**config.mk**
```make
export PLATFORM = sky130hd
export DESIGN_NAME = periodic_tick_callback_table_top
export DESIGN_NICKNAME = d
export VERILOG_FILES = /design/src/sv/ptct_pkg.sv /design/src/sv/ptct_ram.sv /design/src/sv/ptct_rem.sv /design/src/sv/periodic_tick_callback_table_top.sv
export SDC_FILE = /design/constraint.sdc
export NUM_CORES = 1
export LEC_CHECK = 0
export ABC_AREA = 1
export BUFFER_PORTS_ARGS = -buffer_cell sky130_fd_sc_hd__buf_2
export CAP_MARGIN = 15
export CORE_MARGIN = 3
export CORE_UTILIZATION = 55
export DETAILED_ROUTE_END_ITERATION = 16
export PLACE_DENSITY = 0.82
export SLEW_MARGIN = 10
export SYNTH_ARGS = -nofsm -noshare
export SYNTH_HDL_FRONTEND = slang
export SYNTH_HIERARCHICAL = 1
export SYNTH_SLANG_ARGS = --single-unit
```
**constraint.sdc**
```tcl
create_clock -name i_clk -period 7.7 [get_ports i_clk]
set_clock_uncertainty 0.2 [all_clocks]
set_input_delay 0.385 -clock i_clk [delete_from_list [all_inputs] [get_ports i_clk]]
set_output_delay 0.385 -clock i_clk [all_outputs]
set_load 0.05 [all_outputs]
```
**src/sv/ptct_pkg.sv**
```systemverilog
`default_nettype none
package ptct_pkg;

    localparam int SLOTS_DEF = 8;
    localparam int MAX_OUT   = 8;
    localparam int TICK_W    = 32;
    localparam int HANDLE_W  = 16;
    localparam int STAMP_W   = 30;
    localparam int RAM_W     = HANDLE_W + 2 * TICK_W;

    localparam logic [1:0] OP_TICK   = 2'd0;
    localparam logic [1:0] OP_ADD    = 2'd1;
    localparam logic [1:0] OP_REMOVE = 2'd2;
    localparam logic [1:0] OP_CLEAR  = 2'd3;

    localparam logic [1:0] KIND_FIRED = 2'd0;
    localparam logic [1:0] KIND_ADDED = 2'd1;
    localparam logic [1:0] KIND_FULL  = 2'd2;

    typedef struct packed {
        logic [1:0]          opcode;
        logic [TICK_W-1:0]   tick_value;
        logic [HANDLE_W-1:0] callback_handle;
        logic [TICK_W-1:0]   phase;
        logic [TICK_W-1:0]   period;
        logic signed [15:0]  slot_tag;
    } t_in_beat;

    typedef struct packed {
        logic [1:0]          kind;
        logic [2:0]          slot_index;
        logic [HANDLE_W-1:0] handle_out;
        logic [STAMP_W-1:0]  tick_stamp;
        logic                last;
    } t_out_beat;

    typedef struct packed {
        logic              done;
        logic [TICK_W-1:0] rem;
    } t_rem_stat;

endpackage
`default_nettype wire

```
**src/sv/ptct_ram.sv**
```systemverilog
`default_nettype none
module ptct_ram #(
    parameter int WIDTH = 8,
    parameter int DEPTH = 8
) (
    input  wire logic                                 i_clk,
    input  wire logic                                 i_wr_en,
    input  wire logic [(DEPTH > 1 ? $clog2(DEPTH) : 1)-1:0] i_wr_addr,
    input  wire logic [WIDTH-1:0]                     i_wr_data,
    input  wire logic                                 i_rd_en,
    input  wire logic [(DEPTH > 1 ? $clog2(DEPTH) : 1)-1:0] i_rd_addr,
    output logic      [WIDTH-1:0]                     o_rd_data
);

    logic [WIDTH-1:0] r_mem [DEPTH];

    always_ff @(posedge i_clk) begin
        if (i_wr_en) begin
            r_mem[i_wr_addr] <= i_wr_data;
        end
        if (i_rd_en) begin
            o_rd_data <= r_mem[i_rd_addr];
        end
    end

endmodule
`default_nettype wire

```
**src/sv/ptct_rem.sv**
```systemverilog
`default_nettype none
module ptct_rem (
    input  wire logic                      i_clk,
    input  wire logic                      i_rst_n,
    input  wire logic                      i_start,
    input  wire logic [ptct_pkg::TICK_W-1:0] i_dividend,
    input  wire logic [ptct_pkg::TICK_W-1:0] i_divisor,
    output ptct_pkg::t_rem_stat            o_stat
);
    import ptct_pkg::*;

    localparam int CNT_W = $clog2(TICK_W);

    logic              r_busy;
    logic              r_done;
    logic [CNT_W-1:0]  r_cnt;
    logic [TICK_W-1:0] r_sh;
    logic [TICK_W-1:0] r_rem;

    logic [TICK_W:0]   w_trial;
    logic [TICK_W:0]   w_diff;
    logic              w_ge;
    logic [TICK_W-1:0] w_next;

    // one dividend bit per cycle, restoring step
    assign w_trial = {r_rem, r_sh[TICK_W-1]};
    assign w_diff  = w_trial - {1'b0, i_divisor};
    assign w_ge    = w_trial >= {1'b0, i_divisor};
    assign w_next  = w_ge ? w_diff[TICK_W-1:0] : w_trial[TICK_W-1:0];

    always_ff @(posedge i_clk) begin
        if (!i_rst_n) begin
            r_busy <= 1'b0;
            r_done <= 1'b0;
            r_cnt  <= '0;
        end else begin
            r_done <= 1'b0;
            if (i_start) begin
                r_busy <= 1'b1;
                r_cnt  <= '0;
            end else if (r_busy) begin
                r_cnt <= r_cnt + CNT_W'(1);
                if (r_cnt == CNT_W'(TICK_W - 1)) begin
                    r_busy <= 1'b0;
                    r_done <= 1'b1;
                end
            end
        end
    end

    always_ff @(posedge i_clk) begin
        if (i_start) begin
            r_sh  <= i_dividend;
            r_rem <= '0;
        end else if (r_busy) begin
            r_sh  <= {r_sh[TICK_W-2:0], 1'b0};
            r_rem <= w_next;
        end
    end

    assign o_stat.done = r_done;
    assign o_stat.rem  = r_rem;

endmodule
`default_nettype wire

```
**src/sv/periodic_tick_callback_table_top.sv**
```systemverilog
// channel | direction | handshake              | beat
// in      | input     | i_in_valid / o_in_stall  | i_in_beat  (t_in_beat)
// out     | output    | o_out_valid / i_out_stall | o_out_beat (t_out_beat)
//
// tick: per slot, a ram read, a start state, the bit-serial remainder unit
//   (one tick bit per cycle) and a check; the walk ends early after MAX_OUT
//   firings, and a flush state sends the last beat if any slot fired
// add: one slot-used bit checked per cycle, then an added or full result beat
// remove and clear: handled in the idle state, no result beat
// reset is synchronous and active low; every slot is free after it
// a stalled output holds the walk at the next firing; the input is stalled
//   while a tick or add item is in work
`default_nettype none
module periodic_tick_callback_table_top #(
    parameter int SLOTS = ptct_pkg::SLOTS_DEF
) (
    input  wire logic               i_clk,
    input  wire logic               i_rst_n,
    input  wire logic               i_in_valid,
    output logic                    o_in_stall,
    input  wire ptct_pkg::t_in_beat i_in_beat,
    output logic                    o_out_valid,
    input  wire logic               i_out_stall,
    output ptct_pkg::t_out_beat     o_out_beat
);
    import ptct_pkg::*;

    localparam int IDX_W = SLOTS > 1 ? $clog2(SLOTS) : 1;
    localparam int CNT_W = $clog2(MAX_OUT + 1);

    localparam logic [2:0] S_IDLE  = 3'd0;
    localparam logic [2:0] S_FIND  = 3'd1;
    localparam logic [2:0] S_READ  = 3'd2;
    localparam logic [2:0] S_LOAD  = 3'd3;
    localparam logic [2:0] S_DIV   = 3'd4;
    localparam logic [2:0] S_CHECK = 3'd5;
    localparam logic [2:0] S_FLUSH = 3'd6;

    logic [2:0]       r_state, n_state;
    logic [SLOTS-1:0] r_used, n_used;
    logic [IDX_W-1:0] r_idx, n_idx;
    logic [CNT_W-1:0] r_cnt, n_cnt;
    logic             r_pend_valid, n_pend_valid;
    logic             r_out_valid, n_out_valid;
    t_in_beat         r_item, n_item;
    t_out_beat        r_pend, n_pend;
    t_out_beat        r_out, n_out;

    logic              w_rd_en;
    logic              w_wr_en;
    logic              w_start;
    logic [RAM_W-1:0]  w_wr_data;
    logic [RAM_W-1:0]  w_rd_data;
    logic [HANDLE_W-1:0] w_handle;
    logic [TICK_W-1:0] w_phase;
    logic [TICK_W-1:0] w_period;
    t_rem_stat         w_rem;
    logic              w_fire;
    logic              w_out_free;
    logic              w_idx_last;
    logic              w_tag_ok;
    logic [IDX_W-1:0]  w_tag_idx;

    assign w_wr_data = {r_item.callback_handle, r_item.phase, r_item.period};
    assign {w_handle, w_phase, w_period} = w_rd_data;

    ptct_ram #(
        .WIDTH (RAM_W),
        .DEPTH (SLOTS)
    ) u_ram (
        .i_clk     (i_clk),
        .i_wr_en   (w_wr_en),
        .i_wr_addr (r_idx),
        .i_wr_data (w_wr_data),
        .i_rd_en   (w_rd_en),
        .i_rd_addr (r_idx),
        .o_rd_data (w_rd_data)
    );

    ptct_rem u_rem (
        .i_clk      (i_clk),
        .i_rst_n    (i_rst_n),
        .i_start    (w_start),
        .i_dividend (r_item.tick_value),
        .i_divisor  (w_period),
        .o_stat     (w_rem)
    );

    assign w_fire     = r_used[r_idx] && (w_period != '0) && (w_rem.rem == w_phase);
    assign w_out_free = !r_out_valid || !i_out_stall;
    assign w_idx_last = r_idx == IDX_W'(SLOTS - 1);
    assign w_tag_ok   = !i_in_beat.slot_tag[15]
                        && ({1'b0, i_in_beat.slot_tag[14:0]} < 16'(SLOTS));
    assign w_tag_idx  = i_in_beat.slot_tag[IDX_W-1:0];

    always_comb begin
        n_state      = r_state;
        n_used       = r_used;
        n_idx        = r_idx;
        n_cnt        = r_cnt;
        n_item       = r_item;
        n_pend_valid = r_pend_valid;
        n_pend       = r_pend;
        n_out_valid  = r_out_valid;
        n_out        = r_out;
        w_rd_en      = 1'b0;
        w_wr_en      = 1'b0;
        w_start      = 1'b0;
        if (r_out_valid && !i_out_stall) begin
            n_out_valid = 1'b0;
        end
        unique case (r_state)
            S_IDLE: begin
                if (i_in_valid) begin
                    n_item       = i_in_beat;
                    n_idx        = '0;
                    n_cnt        = '0;
                    n_pend_valid = 1'b0;
                    unique case (i_in_beat.opcode)
                        OP_TICK: n_state = S_READ;
                        OP_ADD: n_state = S_FIND;
                        OP_REMOVE: begin
                            if (w_tag_ok) begin
                                n_used[w_tag_idx] = 1'b0;
                            end
                        end
                        OP_CLEAR: n_used = '0;
                        default: n_state = S_IDLE;
                    endcase
                end
            end
            S_FIND: begin
                if (!r_used[r_idx]) begin
                    w_wr_en       = 1'b1;
                    n_used[r_idx] = 1'b1;
                    n_pend        = '{kind: KIND_ADDED, slot_index: 3'(r_idx),
                                      handle_out: '0, tick_stamp: '0, last: 1'b1};
                    n_pend_valid  = 1'b1;
                    n_state       = S_FLUSH;
                end else if (w_idx_last) begin
                    n_pend       = '{kind: KIND_FULL, slot_index: '0,
                                     handle_out: '0, tick_stamp: '0, last: 1'b1};
                    n_pend_valid = 1'b1;
                    n_state      = S_FLUSH;
                end else begin
                    n_idx = r_idx + IDX_W'(1);
                end
            end
            S_READ: begin
                w_rd_en = 1'b1;
                n_state = S_LOAD;
            end
            S_LOAD: begin
                w_start = 1'b1;
                n_state = S_DIV;
            end
            S_DIV: begin
                if (w_rem.done) begin
                    n_state = S_CHECK;
                end
            end
            S_CHECK: begin
                if (!(w_fire && r_pend_valid && !w_out_free)) begin
                    // previous firing goes out once a later one is known
                    if (w_fire) begin
                        if (r_pend_valid) begin
                            n_out_valid = 1'b1;
                            n_out       = r_pend;
                        end
                        n_pend       = '{kind: KIND_FIRED, slot_index: 3'(r_idx),
                                         handle_out: w_handle,
                                         tick_stamp: r_item.tick_value[STAMP_W-1:0],
                                         last: 1'b0};
                        n_pend_valid = 1'b1;
                        n_cnt        = r_cnt + CNT_W'(1);
                    end
                    if (w_fire && r_cnt == CNT_W'(MAX_OUT - 1)) begin
                        n_state = S_FLUSH;
                    end else if (w_idx_last) begin
                        n_state = (w_fire || r_pend_valid) ? S_FLUSH : S_IDLE;
                    end else begin
                        n_idx   = r_idx + IDX_W'(1);
                        n_state = S_READ;
                    end
                end
            end
            S_FLUSH: begin
                if (w_out_free) begin
                    n_out_valid  = 1'b1;
                    n_out        = r_pend;
                    n_out.last   = 1'b1;
                    n_pend_valid = 1'b0;
                    n_state      = S_IDLE;
                end
            end
            default: n_state = S_IDLE;
        endcase
    end

    always_ff @(posedge i_clk) begin
        if (!i_rst_n) begin
            r_state      <= S_IDLE;
            r_used       <= '0;
            r_idx        <= '0;
            r_cnt        <= '0;
            r_pend_valid <= 1'b0;
            r_out_valid  <= 1'b0;
        end else begin
            r_state      <= n_state;
            r_used       <= n_used;
            r_idx        <= n_idx;
            r_cnt        <= n_cnt;
            r_pend_valid <= n_pend_valid;
            r_out_valid  <= n_out_valid;
        end
    end

    always_ff @(posedge i_clk) begin
        r_item <= n_item;
        r_pend <= n_pend;
        r_out  <= n_out;
    end

    assign o_in_stall  = r_state != S_IDLE;
    assign o_out_valid = r_out_valid;
    assign o_out_beat  = r_out;

endmodule
`default_nettype wire

```
# [Word-level counts from Yosys, hierarchy flattened]
# Memories as Yosys holds them, arrays and structs flattened. A register that Yosys moved wholly into a read port is not among the register bits.
# Index checks and enable logic that the tools add are counted.
[totals] memories=1 reg_bits=307 out_inout_bits=54 word_cells=171 ramBits=640
[memory_table] name="u_ram.r_mem" words=8 word_bits=80 rd=1 rd_ports_with_merged_regs=1 wr=1 line_no="ptct_ram.sv:15" text="logic [WIDTH-1:0] r_mem [DEPTH];"
[op_classes] eq_ne=26 addsub=4 n_lt_le_gt_ge=6 n_bitwise=5 reduce_logical=36 mux=68
[ops] cell="52-bit two-way mux" count=8
[ops] cell="52-bit one-hot mux with 2 select lines" count=2
[ops] cell="32-bit two-way mux" count=3
[ops] cell="3-bit two-way mux" count=14
[ops] cell="33-bit by 32-bit >= comparator with 1-bit output" count=1
[ops] cell="32-bit == test" count=1
[ops] cell="8-bit one-hot mux with 2 select lines" count=2
[ops] cell="32-bit nonzero test" count=1
[ops] cell="32-bit subtractor" count=1
[ops] cell="1-bit two-way mux" count=24
[ops] cell="8-bit two-way mux" count=3
[ops] cell="3-bit one-hot mux with 7 select lines" count=1
[ops] cell="2-bit inequality test (second input constant)" count=8
[ops] cell="15-bit by 4-bit less-than comparator with 1-bit output (second input constant)" count=1
[ops] cell="5-bit AND reduction" count=3
[ops] cell="3-bit == test (second input constant)" count=4
[ops] cell="4-bit two-way mux" count=3
[ops] cell="6-bit AND reduction" count=2
[ops] cell="2-bit nonzero test" count=5
[ops] cell="1-bit logical AND" count=9
[ops] cell="3-bit one-hot mux with 3 select lines" count=1
[ops] cell="8-bit bitwise AND" count=1
[ops] cell="3-bit by 4-bit less-than comparator with 1-bit output (second input constant)" count=2
[ops] cell="8-bit NOT" count=1
[ops] cell="other kinds (31)" count=44

# [Logic depth before layout (Yosys ltp)]
[depth] depth_word=10 ltp_mapped=17 mapped_depth_nobuf=16

# [By module]
# The synthesis kept the hierarchy.
[by_module_without_submodules] module="ptct_ram" area_each_um2=30312.8 seq_area_each_um2=21620.7 n_inst=1 cells_each=2863
[by_module_without_submodules] module="periodic_tick_callback_table_top" area_each_um2=9366.5 seq_area_each_um2=6886.6 n_inst=1 cells_each=798
[by_module_without_submodules] module="ptct_rem" area_each_um2=5931.9 seq_area_each_um2=1741.7 n_inst=1 cells_each=960

# [Worst setup path after synthesis]
# OpenSTA, ideal clock, no wires.
[synth_timing] kind="reg-to-reg" startpoint="register r_state[2]" endpoint="register r_state[1]" arrival_ns=6.515 path_buffers=0 setup_ns=0.065 synth_period_minus_slack_ns=6.780 path_slack_ns=0.920 required_ns=7.435 path_stages_with_launch=7 path_cell_list="dfxtp_1 nor3_1 a2111o_1 nor2_1 nor2_1 nor2_1 nor2_1"
[synth_via] elab_chain_cells=3
[synth_rtl] item="from (decl)" line_no="periodic_tick_callback_table_top.sv:39" text="logic [2:0] r_state, n_state;"
[synth_rtl] item="from (signal assigned)" line_no="periodic_tick_callback_table_top.sv:209" text="r_state <= n_state;"
[synth_rtl] item="3-bit by 1-bit == test with 1-bit output, or another cell as far along" line_no="periodic_tick_callback_table_top.sv:112" text="unique case (r_state)"
[synth_rtl] item="3-bit inequality test (no line), or another cell as far along"
[synth_rtl] item="6-bit AND reduction (no line)"
# Parallel ways exist; a longest one is shown, timed or not.
# A chain may end at the register's enable or synchronous reset.

==> qor.yml <==
route:
  dr.pass1.iters: 8
  routedWlPerCell_um: 18.0
  drc: 0
  dr_total_vias: 31518
  drt_wl_total_mm: 109
  drtIter0Drc: 3308
  via_per_inst: 5.21
  final_antenna_net_count: 0
worst_setup_path:
  cp_slowest_cell: "dfxtp_4"
  startpoint_type: "flip-flop"
  worstPathRequired_ns: 7.94
  worst-path-stages: 8
  crit_path_frequent_cell: "nand2_1"
  cp.arrival_ns: 4.90
  crit_buf_inv: 3
  worstPathCellList: "buf_4 > buf_4 > buf_4 > nand2_1 > nand3_1 > nand2_1 > nand2_1 > nand2_1"
  path_max_fanout: 100
  critical_path.top_delay_family: "buffers and inverters"
  ff2ff_path_depth: 8
  worst_path_largest_cell_delay_ns: 0.96
  endpoint_kind: "flip-flop"
  crit_type: "flip-flop to flip-flop"
place:
  port-buffer-count: 187
  globalplace.congestion: 0.931
  dp_hpwl_mm: 64.1
cells_and_area:
  mostFrequentLayoutCells: "1591 x nand2_1, 968 x edfxtp_1, 954 x inv_1, 415 x nand3_1, 198 x nor2_1"
  final_layout_size_suffix_gt1_share_pct: 8.96
  fill_cells: 5897
  final_common_cell: "nand2_1"
  final_nets: 5079
  area_growth_syn_to_layout_pct: 13.4
  antenna_cells: 0
outcome:
  status: "complete, no violations"
global_routing:
  grt.met2_usage_pct: 42.4
  antenna_found_initial: 1
  use_met3_pct: 3.95
  grt_use_total_pct: 25.1
  grt_overflow: 0
  grt-busiest-layer: "met2"
  grt_pass1_vias: 30798
  grt_pass1_wl_mm: 169
  grt_max_degree: 174
  use_met1_pct: 32.5
pwr:
  ir_worst_vdd_uv: 190
  cellLeakagePower_uw: 0.0235
  powerDensity_mw_per_mm2: 262
floorplan:
  floorplan.rows: 104
  core_area_mm2: 0.0813
  ios: 188
  start_util_pct: 56.1
  die_area_mm2: 0.0864
  die_y_um: 294
  die_x_um: 294
job:
  drv_cap: 0
timing:
  hold_violations: 0
  whs_ns: 0.0248
  slew_headroom_pct: 22.9
  finalSetupTns_ns: 0
  setup_viol: 0
  drv_slew: 0
  period_minus_slack_ns: 4.66
  period_share_pct: 60.5
  worstMarginPinSlew_ns: 1.15
  max_freq_mhz: 215
  rsz0062_at_grt: "no"
synthesis:
  syn_area_mm2: 0.0456
  ys_types: 46
  ys_warn_count: 6
  ys_seq_area_share_pct: 66.3
  syn_nets: 4793
  synth_seq_cells: 1027
  async_flop_share_pct: 0
  ys.flop_type: "edfxtp_1"
  yosysTopAreaCell: "edfxtp_1"
  yosysTopAreaCellShare_pct: 63.7
  synth_edf_count: 968
  syn_area_per_cell_um2: 9.87
  syn_inst: 4621
  synth_area_leaders: "edfxtp_1 64%, nand2_1 13%, inv_1 7.9%"
clocking:
  clock-root-buffer: "clkbuf_16"
  ctsResizeCount: 0
  clkLatencyLatePin_ns: 0.70
  post-cts-setup-buffers: 0
  clockBufferDepth: 3
  numCtsBuffers: 101
  tritoncts: "built"
  clk_pin_slew_ns: 0.06
  clock-sinks: 1027
  htree_levels: 3
worst_hold_path:
  hp-class: "input port to flip-flop"
  hold_path_depth: 4
routing by layer:
layer	wire, um	vias to the layer above	share of wire [%]
met5	8	-	0.0074
met4	4150	2	3.8
met3	9050	306	8.3
met2	52900	1452	49
met1	42700	14695	39
li1	-	15063	-
state kept, by name, summed over array words and instances, names as in the netlist:
register,cells
u_rem/r_done,1
u_rem/r_cnt,5
r_used,8
u_ram/o_rd_data,80
u_rem/r_rem,32
r_pend_valid,1
u_rem/r_busy,1
r_pend,52
r_cnt,4
u_ram/r_mem,640
r_state,3
r_idx,3
u_rem/r_sh,32
r_item,112
o_out_beat,52
o_out_valid,1
power by group:
| group | leakage [uW] | switching, uW | total, uW | internal, uW |
|---|---|---|---|---|
| combinational | 0.0125 | 1380 | 2010 | 631 |
| clock | 0.00156 | 2080 | 4810 | 2730 |
| sequential | 0.00937 | 294 | 6720 | 6420 |
| total | 0.0235 | 3750 | 13500 | 9790 |
cell families after synthesis:
logic type,synth area share (%)
adder cells (fa/ha/maj),1.06
XOR/XNOR,0.422
AND/OR/NAND/NOR,21.2
buffers and inverters,10.0
flip-flops,66.3
AO/OA/AOI/OAI,0.952
Yosys cell counts, types with 2 or more instances:
library cell and n:
nand2_1 1591, edfxtp_1 968, inv_1 956, nand3_1 415, nor2_1 208, buf_2 66, dfxtp_1 59, buf_4 39
a21oi_1 37, ha_1 37, clkbuf_1 25, nand4_1 19, xnor2_1 19, nand3b_1 16, nor3_1 16, nand2_2 15
o21ai_0 14, buf_1 13, inv_2 13, buf_6 12, o21ai_1 12, nor2_4 11, nor2_2 10, nand3_2 8
nand2_4 4, a211oi_1 3, a31oi_1 3, and2_1 3, clkinv_1 3, nor4_1 3, o21a_1 3, xor2_1 3
inv_4 2, o21bai_1 2, or2_2 2
cell type report:
type / count / area, um^2 / share of cell area, %
multi-input combinational: 2465 / 10900 / 21.0
tap: 1060 / 1330 / 2.56
inverter: 974 / 3670 / 7.09
timing repair buffer: 338 / 2370 / 4.59
clock buffer: 129 / 2630 / 5.09
clock inverter: 54 / 594 / 1.15
sequential: 1027 / 30300 / 58.5
worst paths after layout:
check                                      endpoint  slack (ns)        from
worst min-delay path                       r_cnt[1]        0.02  i_in_valid
worst max register to register  u_ram/o_rd_data[61]        3.04    r_idx[0]
worst max-delay path            u_ram/o_rd_data[61]        3.04    r_idx[0]
worst min register to register       o_out_beat[16]        0.21  r_pend[16]
worst min-delay path, cell delays in order:
cell     delay [ns]
buf_2          0.07
inv_1          0.08
o21ai_0        0.24
nor2_1         0.06
stage by stage:
stage	power, uW	instance area, um^2	setup slack [ns]	utilization [%]	cells
floorplan	8150	45600	0.920	-	4621
global placement	8680	47300	3.28	58.2	5747
detailed placement	8720	47300	3.19	58.2	5747
CTS	13600	51700	3.14	63.6	6047
global route	14100	51700	2.78	63.6	6047
finish	13500	51700	3.04	63.6	6047
timing repair:
item,4_1_cts,5_1_grt
setup endpoints to repair,0,0
hold buffers,117,0
hold endpoints to repair,124,0
No activity file was read; power rests on OpenSTA's default activity.
